--- src/rtl/i2p_pkg.sv ---
`timescale 1ns / 1ps
// ----------------------------------------------------------------------------
// i2p_pkg
// Shared types, character constants, operator tables and the microcode ROM
// of the infix to postfix converter.
// ----------------------------------------------------------------------------
package i2p_pkg;

	localparam int STACK_DEPTH_DEF = 16;
	localparam int PC_W            = 5;

	typedef logic [PC_W-1:0] pc_t;
	typedef logic [2:0]      op_t;
	typedef logic [7:0]      char_t;

	// characters
	localparam char_t CH_OPEN  = 8'h28; // (
	localparam char_t CH_CLOSE = 8'h29; // )
	localparam char_t CH_MUL   = 8'h2A; // *
	localparam char_t CH_PLUS  = 8'h2B; // +
	localparam char_t CH_COMMA = 8'h2C; // ,
	localparam char_t CH_MINUS = 8'h2D; // -
	localparam char_t CH_DIV   = 8'h2F; // /
	localparam char_t CH_ZERO  = 8'h30; // 0
	localparam char_t CH_NINE  = 8'h39; // 9
	localparam char_t CH_QUEST = 8'h3F; // ?
	localparam char_t CH_UPA   = 8'h41; // A
	localparam char_t CH_UPZ   = 8'h5A; // Z
	localparam char_t CH_CARET = 8'h5E; // ^
	localparam char_t CH_LOA   = 8'h61; // a
	localparam char_t CH_LOZ   = 8'h7A; // z
	localparam char_t CH_SPACE = 8'h20;
	localparam char_t CH_NUL   = 8'h00;

	// stacked operator codes
	localparam op_t OP_OPEN  = 3'd0;
	localparam op_t OP_PLUS  = 3'd1;
	localparam op_t OP_MINUS = 3'd2;
	localparam op_t OP_MUL   = 3'd3;
	localparam op_t OP_DIV   = 3'd4;
	localparam op_t OP_POW   = 3'd5;

	// error codes
	localparam logic [1:0] ERR_NONE = 2'd0;
	localparam logic [1:0] ERR_OVF  = 2'd1;
	localparam logic [1:0] ERR_UNK  = 2'd2;

	// microcode addresses; consecutive steps fall through
	localparam pc_t U_FETCH    = 5'd0;
	localparam pc_t U_OPND     = 5'd1;
	localparam pc_t U_DLM      = 5'd2;
	localparam pc_t U_OPN_CR   = 5'd3;
	localparam pc_t U_OPN_PUSH = 5'd4;
	localparam pc_t U_CLS_CR   = 5'd5;
	localparam pc_t U_CLS_TEST = 5'd6;
	localparam pc_t U_CLS_TOP  = 5'd7;
	localparam pc_t U_CLS_SP   = 5'd8;
	localparam pc_t U_CLS_DROP = 5'd9;
	localparam pc_t U_OPR_CR   = 5'd10;
	localparam pc_t U_OPR_Z    = 5'd11;
	localparam pc_t U_OPR_ZSP  = 5'd12;
	localparam pc_t U_OPR_TEST = 5'd13;
	localparam pc_t U_OPR_TOP  = 5'd14;
	localparam pc_t U_OPR_SP   = 5'd15;
	localparam pc_t U_OPR_PUSH = 5'd16;
	localparam pc_t U_UNK_CR   = 5'd17;
	localparam pc_t U_UNK_ERR  = 5'd18;
	localparam pc_t U_TAIL     = 5'd19;
	localparam pc_t U_FL_CR    = 5'd20;
	localparam pc_t U_FL_TEST  = 5'd21;
	localparam pc_t U_FL_TOP   = 5'd22;
	localparam pc_t U_FL_SP    = 5'd23;
	localparam pc_t U_END      = 5'd24;

	typedef enum logic [3:0] {
		C_NEVER      = 4'd0,
		C_TRUE       = 4'd1,
		C_RUN        = 4'd2,
		C_MINUS_PREV = 4'd3,
		C_NOT_LAST   = 4'd4,
		C_EMPTY      = 4'd5,
		C_NOT_EMPTY  = 4'd6,
		C_STOP_CLOSE = 4'd7,
		C_STOP_OP    = 4'd8
	} cond_t;

	typedef enum logic [2:0] {
		E_NONE  = 3'd0,
		E_CHAR  = 3'd1,
		E_SPACE = 3'd2,
		E_ZERO  = 3'd3,
		E_TOP   = 3'd4
	} emit_t;

	typedef struct packed {
		cond_t guard;
		emit_t emit;
		logic  run_set;
		logic  run_clr;
		logic  prev_set;
		logic  prev_clr;
		logic  push_open;
		logic  push_op;
		logic  pop;
		logic  err_unk;
		logic  fin;
		cond_t jump;
		pc_t   target;
	} cw_t;

	typedef struct packed {
		logic push;
		logic pop;
		logic clr;
		op_t  code;
	} stk_ctl_t;

	typedef struct packed {
		logic empty;
		logic full;
		op_t  top;
	} stk_sts_t;

	function automatic op_t op_code(input char_t ch);
		op_t c;
		case (ch)
			CH_PLUS:  c = OP_PLUS;
			CH_MINUS: c = OP_MINUS;
			CH_MUL:   c = OP_MUL;
			CH_DIV:   c = OP_DIV;
			CH_CARET: c = OP_POW;
			default:  c = OP_OPEN;
		endcase
		return c;
	endfunction

	// '(' ranks below every operator, so it stops a pop loop
	function automatic logic [1:0] op_prec(input op_t c);
		logic [1:0] p;
		case (c)
			OP_PLUS, OP_MINUS: p = 2'd1;
			OP_MUL, OP_DIV:    p = 2'd2;
			OP_POW:            p = 2'd3;
			default:           p = 2'd0;
		endcase
		return p;
	endfunction

	function automatic char_t code_char(input op_t c);
		char_t ch;
		case (c)
			OP_OPEN:  ch = CH_OPEN;
			OP_PLUS:  ch = CH_PLUS;
			OP_MINUS: ch = CH_MINUS;
			OP_MUL:   ch = CH_MUL;
			OP_DIV:   ch = CH_DIV;
			OP_POW:   ch = CH_CARET;
			default:  ch = CH_QUEST;
		endcase
		return ch;
	endfunction

	function automatic pc_t class_entry(input char_t ch);
		pc_t e;
		if ((ch >= CH_UPA && ch <= CH_UPZ) || (ch >= CH_LOA && ch <= CH_LOZ) ||
		    (ch >= CH_ZERO && ch <= CH_NINE)) begin
			e = U_OPND;
		end else begin
			case (ch)
				CH_SPACE, CH_COMMA:                       e = U_DLM;
				CH_OPEN:                                  e = U_OPN_CR;
				CH_CLOSE:                                 e = U_CLS_CR;
				CH_PLUS, CH_MINUS, CH_MUL, CH_DIV, CH_CARET: e = U_OPR_CR;
				default:                                  e = U_UNK_CR;
			endcase
		end
		return e;
	endfunction

	// close an open operand run with one space
	function automatic cw_t cw_close_run();
		cw_t w;
		w         = '0;
		w.guard   = C_RUN;
		w.emit    = E_SPACE;
		w.run_clr = 1'b1;
		w.jump    = C_NEVER;
		return w;
	endfunction

	function automatic cw_t ucode(input pc_t pc);
		cw_t w;
		w        = '0;
		w.guard  = C_NEVER;
		w.emit   = E_NONE;
		w.jump   = C_NEVER;
		w.target = U_FETCH;
		unique case (pc)
			U_FETCH: begin
			end
			U_OPND: begin
				w.guard = C_TRUE; w.emit = E_CHAR; w.run_set = 1'b1; w.prev_clr = 1'b1;
				w.jump = C_TRUE; w.target = U_TAIL;
			end
			U_DLM: begin
				w = cw_close_run(); w.jump = C_TRUE; w.target = U_TAIL;
			end
			U_OPN_CR: w = cw_close_run();
			U_OPN_PUSH: begin
				w.guard = C_TRUE; w.push_open = 1'b1; w.prev_set = 1'b1;
				w.jump = C_TRUE; w.target = U_TAIL;
			end
			U_CLS_CR: w = cw_close_run();
			U_CLS_TEST: begin
				w.guard = C_TRUE; w.prev_clr = 1'b1;
				w.jump = C_STOP_CLOSE; w.target = U_CLS_DROP;
			end
			U_CLS_TOP: begin
				w.guard = C_TRUE; w.emit = E_TOP;
			end
			U_CLS_SP: begin
				w.guard = C_TRUE; w.emit = E_SPACE; w.pop = 1'b1;
				w.jump = C_TRUE; w.target = U_CLS_TEST;
			end
			U_CLS_DROP: begin
				w.guard = C_NOT_EMPTY; w.pop = 1'b1;
				w.jump = C_TRUE; w.target = U_TAIL;
			end
			U_OPR_CR: w = cw_close_run();
			U_OPR_Z: begin
				w.guard = C_MINUS_PREV; w.emit = E_ZERO;
			end
			U_OPR_ZSP: begin
				w.guard = C_MINUS_PREV; w.emit = E_SPACE;
			end
			U_OPR_TEST: begin
				w.jump = C_STOP_OP; w.target = U_OPR_PUSH;
			end
			U_OPR_TOP: begin
				w.guard = C_TRUE; w.emit = E_TOP;
			end
			U_OPR_SP: begin
				w.guard = C_TRUE; w.emit = E_SPACE; w.pop = 1'b1;
				w.jump = C_TRUE; w.target = U_OPR_TEST;
			end
			U_OPR_PUSH: begin
				w.guard = C_TRUE; w.push_op = 1'b1; w.prev_clr = 1'b1;
				w.jump = C_TRUE; w.target = U_TAIL;
			end
			U_UNK_CR: w = cw_close_run();
			U_UNK_ERR: begin
				w.guard = C_TRUE; w.err_unk = 1'b1; w.prev_clr = 1'b1;
			end
			U_TAIL: begin
				w.jump = C_NOT_LAST; w.target = U_END;
			end
			U_FL_CR: w = cw_close_run();
			U_FL_TEST: begin
				w.jump = C_EMPTY; w.target = U_END;
			end
			U_FL_TOP: begin
				w.guard = C_TRUE; w.emit = E_TOP;
			end
			U_FL_SP: begin
				w.guard = C_TRUE; w.emit = E_SPACE; w.pop = 1'b1;
				w.jump = C_TRUE; w.target = U_FL_TEST;
			end
			U_END: begin
				w.guard = C_TRUE; w.fin = 1'b1;
			end
			default: begin
				w.guard = C_TRUE; w.fin = 1'b1;
			end
		endcase
		return w;
	endfunction

endpackage

--- src/rtl/i2p_op_stack.sv ---
`timescale 1ns / 1ps
// ----------------------------------------------------------------------------
// i2p_op_stack
// Bounded operator stack: entry memory, fill count and a registered top.
// ----------------------------------------------------------------------------
module i2p_op_stack #(
	parameter int STACK_DEPTH = i2p_pkg::STACK_DEPTH_DEF
) (
	input  logic              clk,
	input  logic              arst_n,
	input  i2p_pkg::stk_ctl_t ctl,
	output i2p_pkg::stk_sts_t sts
);

	localparam int CW = $clog2(STACK_DEPTH + 1);
	localparam int IW = (STACK_DEPTH > 1) ? $clog2(STACK_DEPTH) : 1;

	i2p_pkg::op_t mem [STACK_DEPTH];
	logic [CW-1:0] cnt_q;
	logic [CW-1:0] cnt_m2;
	i2p_pkg::op_t  top_q;
	logic          full;
	logic          wr_en;

	assign full   = (cnt_q == CW'(STACK_DEPTH));
	assign wr_en  = ctl.push && !full;
	assign cnt_m2 = cnt_q - CW'(2);

	always_ff @(posedge clk) begin
		if (wr_en) begin
			mem[cnt_q[IW-1:0]] <= ctl.code;
		end
	end

	// top follows a push directly, a pop reads the entry below
	always_ff @(posedge clk) begin
		if (wr_en) begin
			top_q <= ctl.code;
		end else if (ctl.pop) begin
			top_q <= mem[cnt_m2[IW-1:0]];
		end
	end

	always_ff @(posedge clk or negedge arst_n) begin
		if (!arst_n) begin
			cnt_q <= '0;
		end else if (ctl.clr) begin
			cnt_q <= '0;
		end else if (wr_en) begin
			cnt_q <= cnt_q + 1'b1;
		end else if (ctl.pop) begin
			cnt_q <= cnt_q - 1'b1;
		end
	end

	assign sts.empty = (cnt_q == '0);
	assign sts.full  = full;
	assign sts.top   = top_q;

endmodule

--- src/rtl/infix_to_postfix_converter_top.sv ---
`timescale 1ns / 1ps
// ----------------------------------------------------------------------------
// infix_to_postfix_converter_top
// Shunting-yard infix to postfix converter, one ASCII character per transfer,
// run by a microcoded sequencer over an operator stack.
//
//  channel  dir  tdata       tlast     tuser
//  s_*      in   in_char     in_last   -
//  m_*      out  out_char    out_last  err_code
//
// One input transfer at a time; the sequencer runs one microcode step a cycle
// while it does not wait on the output. A character runs the steps of its class,
// popping operators as needed; a final character also flushes the stack.
// Reset (arst_n low) empties the stack and clears run, open and error flags.
// Output bytes pass through a one-byte hold and an output register; when both
// are full and m_tready is low the sequencer waits on its emitting or final step.
// ----------------------------------------------------------------------------
module infix_to_postfix_converter_top #(
	parameter int STACK_DEPTH = i2p_pkg::STACK_DEPTH_DEF
) (
	input  logic       clk,
	input  logic       arst_n,
	input  logic       s_tvalid,
	output logic       s_tready,
	input  logic [7:0] s_tdata,   // [7:0] in_char
	input  logic       s_tlast,   // in_last
	output logic       m_tvalid,
	input  logic       m_tready,
	output logic [7:0] m_tdata,   // [7:0] out_char
	output logic       m_tlast,   // out_last
	output logic [1:0] m_tuser    // [1:0] err_code
);

	i2p_pkg::pc_t      pc_q;
	i2p_pkg::pc_t      pc_nxt;
	i2p_pkg::char_t    ch_q;
	logic              last_q;
	logic              run_q;
	logic              prev_q;
	logic [1:0]        err_q;
	logic              pend_v_q;
	i2p_pkg::char_t    pend_q;
	logic              out_v_q;
	i2p_pkg::char_t    out_char_q;
	logic              out_last_q;
	logic [1:0]        out_err_q;

	i2p_pkg::cw_t      cw;
	i2p_pkg::stk_ctl_t stk_ctl;
	i2p_pkg::stk_sts_t stk_sts;
	i2p_pkg::op_t      in_op;
	i2p_pkg::char_t    emit_byte;
	logic              fetch;
	logic              accept;
	logic              g_ok;
	logic              j_ok;
	logic              emits;
	logic              need_slot;
	logic              slot_free;
	logic              stall;
	logic              exec;
	logic              out_load;
	logic              done_last;

	i2p_op_stack #(
		.STACK_DEPTH(STACK_DEPTH)
	) u_stack (
		.clk   (clk),
		.arst_n(arst_n),
		.ctl   (stk_ctl),
		.sts   (stk_sts)
	);

	function automatic logic cond_hit(input i2p_pkg::cond_t c, input logic run,
	                                  input logic minus_prev, input logic last,
	                                  input i2p_pkg::stk_sts_t st, input i2p_pkg::op_t op);
		logic h;
		unique case (c)
			i2p_pkg::C_NEVER:      h = 1'b0;
			i2p_pkg::C_TRUE:       h = 1'b1;
			i2p_pkg::C_RUN:        h = run;
			i2p_pkg::C_MINUS_PREV: h = minus_prev;
			i2p_pkg::C_NOT_LAST:   h = !last;
			i2p_pkg::C_EMPTY:      h = st.empty;
			i2p_pkg::C_NOT_EMPTY:  h = !st.empty;
			i2p_pkg::C_STOP_CLOSE: h = st.empty || (st.top == i2p_pkg::OP_OPEN);
			i2p_pkg::C_STOP_OP:    h = st.empty ||
			                           (i2p_pkg::op_prec(op) > i2p_pkg::op_prec(st.top));
			default:               h = 1'b0;
		endcase
		return h;
	endfunction

	assign cw        = i2p_pkg::ucode(pc_q);
	assign in_op     = i2p_pkg::op_code(ch_q);
	assign fetch     = (pc_q == i2p_pkg::U_FETCH);
	assign s_tready  = fetch;
	assign accept    = s_tvalid && fetch;
	assign slot_free = !out_v_q || m_tready;

	always_comb begin
		g_ok = cond_hit(cw.guard, run_q, prev_q && (ch_q == i2p_pkg::CH_MINUS),
		                last_q, stk_sts, in_op);
		j_ok = cond_hit(cw.jump, run_q, prev_q && (ch_q == i2p_pkg::CH_MINUS),
		                last_q, stk_sts, in_op);
		emits     = g_ok && (cw.emit != i2p_pkg::E_NONE);
		need_slot = cw.fin ? (pend_v_q || last_q) : (emits && pend_v_q);
		stall     = !fetch && need_slot && !slot_free;
		exec      = !fetch && g_ok && !stall;
		out_load  = exec && ((emits && pend_v_q) || (cw.fin && (pend_v_q || last_q)));
		done_last = exec && cw.fin && last_q;

		unique case (cw.emit)
			i2p_pkg::E_CHAR:  emit_byte = ch_q;
			i2p_pkg::E_SPACE: emit_byte = i2p_pkg::CH_SPACE;
			i2p_pkg::E_ZERO:  emit_byte = i2p_pkg::CH_ZERO;
			i2p_pkg::E_TOP:   emit_byte = i2p_pkg::code_char(stk_sts.top);
			default:          emit_byte = i2p_pkg::CH_NUL;
		endcase

		stk_ctl.push = exec && (cw.push_open || cw.push_op);
		stk_ctl.pop  = exec && cw.pop;
		stk_ctl.clr  = done_last;
		stk_ctl.code = cw.push_open ? i2p_pkg::OP_OPEN : in_op;

		if (fetch) begin
			pc_nxt = accept ? i2p_pkg::class_entry(s_tdata) : i2p_pkg::U_FETCH;
		end else if (stall) begin
			pc_nxt = pc_q;
		end else if (cw.fin) begin
			pc_nxt = i2p_pkg::U_FETCH;
		end else if (j_ok) begin
			pc_nxt = cw.target;
		end else begin
			pc_nxt = i2p_pkg::pc_t'(pc_q + 1'b1);
		end
	end

	always_ff @(posedge clk or negedge arst_n) begin
		if (!arst_n) begin
			pc_q     <= i2p_pkg::U_FETCH;
			run_q    <= 1'b0;
			prev_q   <= 1'b0;
			err_q    <= i2p_pkg::ERR_NONE;
			pend_v_q <= 1'b0;
			out_v_q  <= 1'b0;
		end else begin
			pc_q <= pc_nxt;

			if (done_last) begin
				run_q  <= 1'b0;
				prev_q <= 1'b0;
				err_q  <= i2p_pkg::ERR_NONE;
			end else if (exec) begin
				if (cw.run_set) begin
					run_q <= 1'b1;
				end else if (cw.run_clr) begin
					run_q <= 1'b0;
				end
				if (cw.prev_set) begin
					prev_q <= 1'b1;
				end else if (cw.prev_clr) begin
					prev_q <= 1'b0;
				end
				if (err_q == i2p_pkg::ERR_NONE) begin
					if (stk_ctl.push && stk_sts.full) begin
						err_q <= i2p_pkg::ERR_OVF;
					end else if (cw.err_unk) begin
						err_q <= i2p_pkg::ERR_UNK;
					end
				end
			end

			if (exec && emits) begin
				pend_v_q <= 1'b1;
			end else if (exec && cw.fin) begin
				pend_v_q <= 1'b0;
			end

			if (out_load) begin
				out_v_q <= 1'b1;
			end else if (m_tready) begin
				out_v_q <= 1'b0;
			end
		end
	end

	always_ff @(posedge clk) begin
		if (accept) begin
			ch_q   <= s_tdata;
			last_q <= s_tlast;
		end
		if (exec && emits) begin
			pend_q <= emit_byte;
		end
		if (out_load) begin
			out_char_q <= pend_v_q ? pend_q : i2p_pkg::CH_NUL;
			out_last_q <= cw.fin && last_q;
			out_err_q  <= (cw.fin && last_q) ? err_q : i2p_pkg::ERR_NONE;
		end
	end

	assign m_tvalid = out_v_q;
	assign m_tdata  = out_char_q;
	assign m_tlast  = out_last_q;
	assign m_tuser  = out_err_q;

endmodule

--- config.mk ---
export PLATFORM = sky130hd
export DESIGN_NAME = infix_to_postfix_converter_top
export DESIGN_NICKNAME = d
export VERILOG_FILES = /design/src/rtl/i2p_pkg.sv /design/src/rtl/i2p_op_stack.sv /design/src/rtl/infix_to_postfix_converter_top.sv
export SDC_FILE = /design/constraint.sdc
export NUM_CORES = 1
export LEC_CHECK = 0
export ABC_AREA = 1
export BUFFER_PORTS_ARGS = -buffer_cell sky130_fd_sc_hd__buf_4
export CORE_ASPECT_RATIO = 1.4
export CORE_MARGIN = 5
export CORE_UTILIZATION = 60
export CTS_BUF_LIST = sky130_fd_sc_hd__clkbuf_8
export CTS_CLUSTER_DIAMETER = 30
export DETAILED_ROUTE_END_ITERATION = 12
export GPL_TIMING_DRIVEN = 0
export HOLD_SLACK_MARGIN = 0.08
export PLACE_DENSITY = 0.79
export SLEW_MARGIN = 40
export SYNTH_ARGS = -nofsm -noshare
export SYNTH_HDL_FRONTEND = slang
export SYNTH_HIERARCHICAL = 1
export SYNTH_SLANG_ARGS = --single-unit
--- constraint.sdc ---
create_clock -name clk -period 3.7 [get_ports clk]
set_clock_uncertainty 0.2 [all_clocks]
set_input_delay 0.37 -clock clk [delete_from_list [all_inputs] [get_ports clk]]
set_output_delay 0.37 -clock clk [all_outputs]
set_load 0.02 [all_outputs]
* Word-level counts from Yosys, hierarchy flattened
Memories as Yosys holds them, arrays and structs flattened.
Cells that the tools add are included.
** Word-level totals
- Memory bits (writable) :: 48
- Bits in read-only memories :: 0
- Input bits :: 13
- Latch bits :: 0
- Register bits after elaboration :: 47
- Memories :: 1
- Output and inout port bits :: 13
** Cells by class
- Order comparisons :: 8
- Div/mod/pow operators :: 0
- Shift operators :: 0
- Equality and inequality tests :: 69
- Reduce and logical (&&, ||, !) cells :: 69
- Multipliers :: 0
- Bitwise operators :: 0
- Muxes and demuxes :: 55
- Add/subtract/negate cells :: 4
** Memory list
- u_stack.mem :: words 16, width 3, read ports 1, clocked after Yosys merged registers in 0, write ports 1, line i2p_op_stack.sv:18 : i2p_pkg::op_t mem [STACK_DEPTH];
** Operators by type and width (number)
- equality test 8 x 6 -> 1 bit (second input constant) :: 12
- case mux 9 bit (8 select lines) :: 1
- equality test 5 bit (second input constant) :: 9
- two-way mux 5 bit :: 9
- case mux 7 bit (6 select lines) :: 1
- equality test 5 x 4 -> 1 bit (second input constant) :: 8
- equality test 4 x 3 -> 1 bit (second input constant) :: 8
- case mux 8 bit (4 select lines) :: 1
- case mux 3 bit (4 select lines) :: 2
- OR reduction 24 bit :: 1
- two-way mux 1 bit :: 23
- logical AND 1 bit :: 21
- equality test 5 x 3 -> 1 bit (second input constant) :: 4
- case mux 5 bit (4 select lines) :: 1
- equality test 3 x 2 -> 1 bit (second input constant) :: 6
- two-way mux 2 bit :: 9
- equality test 4 x 2 -> 1 bit (second input constant) :: 4
- equality test 8 x 7 -> 1 bit (second input constant) :: 2
- greater-or-equal comparator 8 x 7 -> 1 bit (second input constant) :: 2
- less-or-equal comparator 8 x 7 -> 1 bit (second input constant) :: 2
- case mux 1 bit (8 select lines) :: 2
- equality test 3 bit (second input constant) :: 5
- case mux 3 bit (5 select lines) :: 1
- nonzero test 3 bit :: 5
- 28 further kinds :: 66

* Depth between registers and ports, before layout
Gate-level depths: netlist of run 1.
- Depth after elaboration :: 22
- Depth in mapped cells :: 24

* Cells and area by module
The synthesis of run 1 kept the hierarchy.
** Modules (own cells, without submodules)
- infix_to_postfix_converter_top :: area each 2788.9 µm², times used 1, cells an instance 364
- i2p_op_stack :: area each 2631.3 µm², times used 1, cells an instance 268

* Worst setup path before layout of run 1
No wires, ideal clock.
- Path type :: reg-to-reg
- Start point :: register pc_q[0]
- End point :: register u_stack.cnt_q[4]
- Stages on the path, launching flop included :: 20
- Setup time :: 0.118 ns
- Data required time :: 3.382 ns
- Data arrival time :: 3.024 ns
- Period minus slack after synthesis :: 3.342 ns
- Setup slack :: 0.358 ns
- Cells stage by stage :: dfrtp_1 > ha_1 > inv_1 > nor2_1 > ha_1 > nor3_4 > nand3_2 > nand4_2 > nand2_2 > nand2_4 > nand2_4 > buf_6 > nor2_1 > o21ai_4 > fa_1 > and3_1 > nor2_1 > nand2_1 > nand3_1 > nand2_1
** RTL lines
- start: declaration :: line infix_to_postfix_converter_top.sv:34 : i2p_pkg::pc_t pc_q;
- start signal: assignment :: line infix_to_postfix_converter_top.sv:141 : pc_q <= i2p_pkg::U_FETCH;
- start signal: assignment :: line infix_to_postfix_converter_top.sv:148 : pc_q <= pc_nxt;
- end signal: assignment :: line i2p_op_stack.sv:50 : cnt_q <= cnt_q + 1'b1;
- end signal: assignment :: line i2p_op_stack.sv:52 : cnt_q <= cnt_q - 1'b1;
- end: declaration :: line i2p_op_stack.sv:19 : logic [CW-1:0] cnt_q;

==> out/metrics.yaml, run 1 <==
cap_violations: 0
yosysSeqAreaShare_pct: 51.15
final_core_util_pct: 68.85
setup_viol: 0
synth_edf_count: 79
pwr_density_cell_mw_per_mm2: 866.2
clkTransAtPathRegs_ps: 100
overflow: 0
crit_path_end_kind: "flip-flop"
cts_buffers: 9
hp-class: "in2async"
post-route-drc-count: 0
synth.distinct_cells: 44
r2r-end: "u_stack/cnt_q[4]"
synth_seq_cells: 95
fmax_ghz: 0.2887
vias: 4522
cp_max_fo: 11
syn-cell-area_mm2: 0.005420
grt_max_degree: 19
avgRoutedWirePerCell_um: 16.37
h-tree-depth: 3
syn_inst: 632
dieHeight_um: 122.5
worstPathRequired_ps: 3820
grt_pass1_wl_um: 21290
antennaDiodeCount: 0
ys.flop_type: "edfxtp_1"
maxSlewViolCount: 0
grt_pass1_vias: 4642
gp_congestion: 0.9580
reg2reg_slack_ps: 240
grt_setup_unrepaired: "false"
drive_above_1_share_pct: 16.74
vdd_drop_max_v: 0.0007026
reg2reg_depth: 18
regToRegStartpoint: "pc_q[0]"
avgSynthCellArea_um2: 8.576
fin_crit_sh_pct: 93.61
worst_slew_margin_rel_pct: 44.45
critPathLaunch: "pc_q[0]"
p_leak_uw: 0.002884
io_pins: 26
layout.nets: 708
grt_util_all_layers_pct: 24.47
crit_arrival_ps: 3580
antenna_found_initial: 0
numPortBuffers: 25
cts_tree: "built"
start_util_pct: 60.72
yosysWarnings: 6
dr.pass1.iters: 5
core_region_area_mm2: 0.008926
layout.cells.non_filler: 794
dpl.cell_count: 764
antenna_left: 0
postSynth.asyncResetShare_pct: 16.84
die_w_um: 90.33
rows: 41
drt_iter0_markers: 307
clock-sinks: 95
post-route-min-period_ps: 3464
start_kind: "flip-flop"
routed_wl_um: 12990
synthesis.nets: 658
max-clock-path-buffers: 2
worstSkewPairLatency_ps: 380
vias_per_cell: 5.695
status: "finished clean"
dpl.hpwl_um: 9748
worstMarginPinSlew_ps: 833.2
die_area_mm2: 0.01106
syn2layout_area_growth_pct: 13.39
finalHoldViolCount: 0
crit_type: "reg2reg"
root_buffer: "clkbuf_8"
## timing repair
action / CTS / global route
gates resized for setup: 1 / 8
hold buffers: 11 / 0
setup endpoints to repair: 2 / 36
pin swaps: 0 / 1
hold endpoints to repair: 26 / 0
setup buffers: 0 / 3
## synth_stat cells, types with 2 or more instances
cell type  count  area share [%]
nand3b_1       3            0.42
o21ai_0       15             1.4
nand4_1        6            0.69
xor2_1         2            0.32
nor2_4         4            0.83
inv_1         62             4.3
nor4_1         2            0.23
o21ai_1        4            0.37
a31oi_1        4            0.46
nor2_2         5            0.58
o22ai_1        5            0.58
o211ai_1       2            0.28
ha_1          12             2.8
xnor2_1        2            0.32
nand2_4        6             1.2
buf_4          4            0.55
nand3_1       63             5.8
dfrtp_1       16             7.4
a21oi_1       11             1.0
nor2_1        68             4.7
nand3_2        7             1.3
nand4_2        2            0.46
buf_2          6            0.55
nand2_2        7            0.81
edfxtp_1      79              44
nor3_1         4            0.37
nor3_4         2            0.60
nand2_1      204              14
buf_6          4            0.83
inv_2          6            0.42
a21oi_2        2            0.32
## metal layers
metal / global-route usage, % / part of all wire [%]
met1: 23.72 / 34
met4: 16.11 / 6.0
met2: 46.75 / 55
met5: 0 / 0
met3: 4.537 / 5.2
## final cells by class
cell class                      count  area [um^2]
Fill cell                         750         2780
Sequential cell                    95         2774
Multi-Input combinational cell    451         2298
Timing Repair Buffer               39        320.3
Inverter                           71        274.0
Tap cell                          107        133.9
Clock buffer                        9        123.9
Clock inverter                      7        112.6
Buffer                             15        108.9
## logic make-up after synthesis
logic type	synth area share, %
AND/OR/NAND/NOR	32.71
adder cells (fa/ha/maj)	3.139
flip-flops	51.15
buffers and inverters	7.064
XOR/XNOR	0.6465
AO/OA/AOI/OAI	5.286
## worst max-delay path by stage
| stage | endpoint | depth (start not counted) |
|---|---|---|
| 2_1_floorplan | u_stack/cnt_q[4] | 19 |
| 3_3_place_gp | u_stack/cnt_q[4] | 19 |
| 3_5_place_dp | u_stack/cnt_q[4] | 19 |
| 4_1_cts | u_stack/cnt_q[4] | 18 |
| 5_1_grt | u_stack/cnt_q[4] | 22 |
| 6_report | u_stack/cnt_q[4] | 18 |
## layout by cell type, fill, tap and decap left out, types with 7 or more instances in the layout
cell type,instances
a21oi_1,10
buf_4,32
clkbuf_8,9
dfrtp_1,15
dlygate4sd3_1,11
edfxtp_1,79
ha_1,11
inv_1,62
nand2_1,201
nand2_2,10
nand3_1,63
nand3_2,7
nor2_1,64
nor2_2,7
o21ai_0,15
## power by group
part           leakage, uW  switching, uW  internal (uW)
sequential        0.000982            156           1490
clock             0.000115            402            396
combinational      0.00179           1910            967
## sequential cells by signal (all words and copies together), names as in the netlist
name and count:
ch_q 8, pc_q 5, err_q 2, u_stack/top_q 3
m_tlast 1, last_q 1, m_tdata 8, run_q 1
pend_q 8, u_stack/cnt_q 5, prev_q 1, pend_v_q 1
m_tuser 2, u_stack/mem 48, m_tvalid 1
## through the flow
step	total power [uW]	hold WS, ps	TNS [ps]	cell area [um^2]	worst slack (ps)
2_1_floorplan	3717	-125.6	0	5420	358.0
6_report	5323	190.9	0	6146	236.3
4_1_cts	5250	183.9	0	6100	85.58
3_5_place_dp	4438	55.51	-1.901	5751	-1.901
3_3_place_gp	4367	49.39	0	5742	8.211
5_1_grt	5724	186.7	0	6146	1.509
## critical path, cell delays in order, from the launching register on
cell and delay (ps):
dfrtp_2 470, ha_1 260, inv_1 100, nor2_1 60, ha_1 250, nor3_4 220
nand3_2 130, nand4_2 100, nand2_2 70, nand2_4 140, nand2_4 60, buf_6 150
nor2_4 120, o21ai_4 130, fa_1 420, and3_1 210, o21ai_0 160, nand3_1 100
nand2_1 60
(Power assumes the default switching activity.)
==> inputs of run 2 (changes only) <==
--- a/config.mk
+++ b/config.mk
@@ -10,7 +10,7 @@
 export CORE_ASPECT_RATIO = 1.4
 export CORE_MARGIN = 5
 export CORE_UTILIZATION = 60
-export CTS_BUF_LIST = sky130_fd_sc_hd__clkbuf_8
+export CTS_BUF_LIST = sky130_fd_sc_hd__clkbuf_4
 export CTS_CLUSTER_DIAMETER = 30
 export DETAILED_ROUTE_END_ITERATION = 12
 export GPL_TIMING_DRIVEN = 0
==> run 2 against run 1 <==
Compared with the run above:
- cell count grew 0.50%
- count of clock-buffer cells in the layout is the same
- clock power shrank 16%
- critical endpoint unchanged
==> out/metrics.yaml, run 2 (synthesis gave the netlist of run 1 again) <==
seqPwrFrac_pct: 31.6
final_common_cell: "nand2_1"
layout_common_cells: "nand2_1 (201), edfxtp_1 (79), nor2_1 (64)"
endpoint: "u_stack/cnt_q[4]"
gp_congestion: 0.9580
largest_register_ffs: 48
regToRegStartpoint: "pc_q[0]"
crit_arrival_ps: 3670
hp-class: "in2reg"
pwr_density_cell_mw_per_mm2: 851.2
multi_input_area_mm2: 0.002298
grt_pass1_vias: 4645
core_region_area_mm2: 0.008926
grt_util_all_layers_pct: 24.51
fin_area_mm2: 0.006120
cp_max_fo: 11
rows: 41
vdd_drop_max_v: 0.0006910
cts_tree: "built"
grt_max_degree: 19
p_leak_uw: 0.002873
antenna_found_initial: 1
worstSkewPairLatency_ps: 470
avgRoutedWirePerCell_um: 16.34
switching_share_pct: 47.17
antenna_left: 0
r2r-end: "u_stack/cnt_q[4]"
layout.nets: 711
nFillCells: 759
regArea_mm2: 0.002774
dr.pass1.iters: 6
power_frac_comb_pct: 55.4
dpl.hpwl_um: 9748
setup_tns_ps: 0
finalHoldViolCount: 0
clkTransAtPathRegs_ps: 150
die_w_um: 90.33
setup_viol: 0
maxSlewViolCount: 0
max-clock-path-buffers: 2
drt_iter0_markers: 426
pre_cts_ws_ps: -1.901
placed_area_mm2: 0.005751
grt_pass1_wl_um: 21330
routed_wl_um: 13040
worstPathRequired_ps: 3920
start_util_pct: 60.72
cts_buffers: 9
syn2layout_area_growth_pct: 12.90
crit_path_end_kind: "flip-flop"
cap_violations: 0
root_buffer: "clkbuf_4"
h-tree-depth: 3
dieHeight_um: 122.5
grt_setup_unrepaired: "false"
cell_internal_pwr_uw: 2752
p_switching_uw: 2457
post-route-min-period_ps: 3455
worst_slew_margin_rel_pct: 45.91
drive_above_1_share_pct: 16.81
setup_ws_ps: 245.3
die_area_mm2: 0.01106
fmax_ghz: 0.2895
reg2reg_depth: 18
vias_per_cell: 5.692
critPathLaunch: "pc_q[0]"
vias: 4542
clock-sinks: 95
fin_crit_sh_pct: 93.37
clockPowerShare_pct: 12.9
start_kind: "flip-flop"
reg2reg_slack_ps: 250
worstMarginPinSlew_ps: 811.4
status: "finished clean"
io_pins: 26
post-route-drc-count: 0
total_power_uw: 5209
crit_type: "reg2reg"
whs_ps: 194.4
overflow: 0
numPortBuffers: 25
## run 2: worst min-delay path by stage
stage / start / to / slack (ps) / cells past startpoint
final: s_tvalid / pc_q[4] / 190 / 5
after global routing: s_tvalid / pc_q[4] / 200 / 5
after CTS: s_tvalid / pc_q[4] / 160 / 5
after detailed placement: arst_n / pc_q[0] / 60 / 1
after global placement: arst_n / pc_q[0] / 50 / 1
after floorplan: arst_n / err_q[0] / -130 / 0
## run 2: layer usage
layer | share of wire [%] | track usage (%) | vias to the layer above
met2 | 55 | 47.34 | 191
met3 | 5.3 | 4.292 | 62
met1 | 34 | 24.17 | 2097
met5 | 0 | 0 | -
li1 | - | - | 2192
met4 | 5.4 | 14.53 | 0
## run 2: power groups by stage
stage | clock network, uW | logic [uW] | registers [uW]
floorplan | 0 | 2000 | 1710
global placement | 0 | 2710 | 1660
detailed placement | 0 | 2770 | 1670
CTS | 681 | 2800 | 1640
global route | 724 | 3210 | 1670
finish | 674 | 2890 | 1650
## run 2: worst max-delay path, cell delays in order (launching register included)
cell	delay, ps
dfrtp_2	480
ha_1	260
inv_1	100
nor2_1	60
ha_1	250
nor3_4	210
nand3_2	130
nand4_2	100
nand2_2	70
nand2_4	140
nand2_4	60
buf_6	150
nor2_4	120
o21ai_4	130
fa_1	420
and3_1	210
o21ai_0	150
nand3_1	90
nand2_1	60
## run 2: layout make-up
cell class	count	share of cell area, %
clock buffer	9	1.104
multi-input combinational	451	37.56
antenna	1	0.04089
clock inverter	7	1.840
buffer	15	1.779
timing repair buffer	42	5.684
sequential	95	45.33
tap	107	2.188
inverter	71	4.478
## run 2: repair_timing
action / CTS / global route
endpoints found under the setup margin: 2 / 39
gates resized for setup: 1 / 8
hold buffers: 13 / 0
gates cloned: 0 / 0
setup buffers: 0 / 4
endpoints found under the hold margin: 28 / 0
pin swaps: 0 / 1
## run 2: metrics by stage
stage	utilization (%)	instances
final	68.56	798
after global routing	68.56	798
after CTS	67.93	793
after detailed placement	64.42	764
after global placement	64.33	764
after floorplan	-	632
==> inputs of run 3 (changes only) <==
--- a/config.mk
+++ b/config.mk
@@ -7,15 +7,14 @@
 export LEC_CHECK = 0
 export ABC_AREA = 1
 export BUFFER_PORTS_ARGS = -buffer_cell sky130_fd_sc_hd__buf_4
-export CORE_ASPECT_RATIO = 1.4
-export CORE_MARGIN = 5
+export CORE_ASPECT_RATIO = 0.8
 export CORE_UTILIZATION = 60
 export CTS_BUF_LIST = sky130_fd_sc_hd__clkbuf_4
 export CTS_CLUSTER_DIAMETER = 30
 export DETAILED_ROUTE_END_ITERATION = 12
 export GPL_TIMING_DRIVEN = 0
 export HOLD_SLACK_MARGIN = 0.08
-export PLACE_DENSITY = 0.79
+export PLACE_DENSITY = 0.78
 export SLEW_MARGIN = 40
 export SYNTH_ARGS = -nofsm -noshare
 export SYNTH_HDL_FRONTEND = slang
==> run 3 against run 2 <==
Compared with the run above:
- sequential share of layout area up 0.34 points
- final area is 0.74% lower
- sequential power barely moved
- global-route usage grew 3.5 points
- first-iteration DRC count increased by 8.9%
- sequential cell count unchanged
- hold slack worse by 60 ps
- combinational power is essentially flat
==> out/metrics.yaml, run 3 (synthesis gave the netlist of run 1 again) <==
status: "finished clean"
cpMaxStageDelayCell: "dfrtp_2"
crit_path_frequent_cell: "nand2_4"
cap_violations: 0
path_cells: "ha_2 -> inv_1 -> nor2_1 -> ha_1 -> nor3_4 -> nand3_2 -> nand4_2 -> nand2_2 -> nand2_4 -> nand2_4 -> buf_6 -> nor2_4 -> o21ai_4 -> fa_1 -> and3_1 -> o21ai_0 -> nand3_1 -> nand2_1"
placed_area_mm2: 0.005757
dr.pass1.iters: 5
post-route-drc-count: 0
drt_iter0_markers: 464
cts_tree: "built"
worst_slew_margin_rel_pct: 53.47
layout.nets: 709
rows: 30
critPathTopFamily: "simple AND/OR/NAND/NOR gates"
syn2layout_area_growth_pct: 12.07
hp-class: "in2async"
max-clock-path-buffers: 2
clkTransAtPathRegs_ps: 160
maxSlewViolCount: 0
root_buffer: "clkbuf_4"
setup_viol: 0
cp_max_fo: 10
crit_path_end_kind: "flip-flop"
h-tree-depth: 3
dieHeight_um: 87.01
die_area_mm2: 0.009420
avgRoutedWirePerCell_um: 15.23
final_core_util_pct: 70.36
io_pins: 26
cpPeakStageDelay_ps: 480
gp_congestion: 0.9730
nFillCells: 718
cts_buffers: 9
antenna_found_initial: 0
fin_crit_sh_pct: 93.84
grt_util_all_layers_pct: 28.04
vias_per_cell: 5.606
pwr_density_cell_mw_per_mm2: 830.9
start_util_pct: 62.78
reg2reg_depth: 18
post-route-min-period_ps: 3472
r2r-end: "u_stack/cnt_q[4]"
largest_register_ffs: 48
worstSkewPairLatency_ps: 430
finalHoldViolCount: 0
routed_wl_um: 12180
grt_pass1_vias: 4060
grt_pass1_wl_um: 19860
core_region_area_mm2: 0.008633
crit_type: "reg2reg"
vdd_drop_max_v: 0.0004770
antennaDiodeCount: 0
layout.cells.non_filler: 800
start_kind: "flip-flop"
antenna_left: 0
clock-sinks: 95
final_common_cell: "nand2_1"
vias: 4485
dpl.cell_count: 769
worstMarginPinSlew_ps: 697.2
whs_ps: 134.4
worstPathRequired_ps: 3880
overflow: 0
cp_num_cells: 18
drive_above_1_share_pct: 17.01
layout_common_cells: "nand2_1 (202), edfxtp_1 (79), nor2_1 (65)"
grt_max_degree: 19
fmax_ghz: 0.2880
numPortBuffers: 25
fin_area_mm2: 0.006075
reg2reg_slack_ps: 230
dpl.hpwl_um: 9266
path_buf_inv: 2
die_w_um: 108.3
p_leak_uw: 0.002842
crit_arrival_ps: 3650
regToRegStartpoint: "pc_q[0]"
[run 3: worst register-to-register path, stage by stage, from the launching register on]
cell and delay (ps):
dfrtp_2 480, ha_2 230, inv_1 90, nor2_1 50
ha_1 250, nor3_4 290, nand3_2 150, nand4_2 120
nand2_2 80, nand2_4 80, nand2_4 50, buf_6 150
nor2_4 140, o21ai_4 140, fa_1 420, and3_1 210
o21ai_0 150, nand3_1 90, nand2_1 60
[run 3: worst max path at each step]
stage | start | end | slack (ps)
floorplan | pc_q[0] | u_stack/cnt_q[4] | 360
global placement | pc_q[0] | u_stack/cnt_q[4] | -50
detailed placement | pc_q[0] | u_stack/mem[8][2] | -140
CTS | pc_q[1] | u_stack/cnt_q[4] | 30
global route | pc_q[0] | u_stack/cnt_q[4] | -7
finish | pc_q[0] | u_stack/cnt_q[4] | 230
[run 3: per-stage QoR]
stage               TNS [ps]  power, uW  worst slack (ps)
finish                     0       5047             228.1
global route          -14.23       5444            -7.348
CTS                        0       4944             28.38
detailed placement     -3614       4402            -144.8
global placement      -219.0       4285            -48.88
floorplan                  0       3717             358.0
[run 3: report_power, final]
group	total (uW)	switching, uW	internal, uW
clock network	532	379	153
logic	2870	1900	979
registers	1640	150	1490
[run 3: cell type report]
| cell class | instances | area [um^2] | area share (%) |
|---|---|---|---|
| Buffer | 15 | 108.9 | 1.792 |
| Clock buffer | 9 | 67.56 | 1.112 |
| Clock inverter | 7 | 61.31 | 1.009 |
| Inverter | 71 | 274.0 | 4.511 |
| Multi-Input combinational cell | 451 | 2321 | 38.21 |
| Sequential cell | 95 | 2774 | 45.66 |
| Tap cell | 112 | 140.1 | 2.307 |
| Timing Repair Buffer | 40 | 327.8 | 5.396 |
[run 3: layer usage]
metal  vias up  track usage (%)  part of all wire [%]
met5         -                0                     0
met4         0            5.774                  0.89
met3        10            6.133                   9.4
met2       218            40.71                    42
met1      2073            43.21                    48
li1       2184                -                     -
[run 3: repair_timing]
item / CTS / global route
hold buffers: 11 / 0
endpoints found under the hold margin: 27 / 0
pin swaps: 1 / 1
setup buffers: 0 / 4
setup endpoints to repair: 44 / 48
resized for setup: 1 / 12
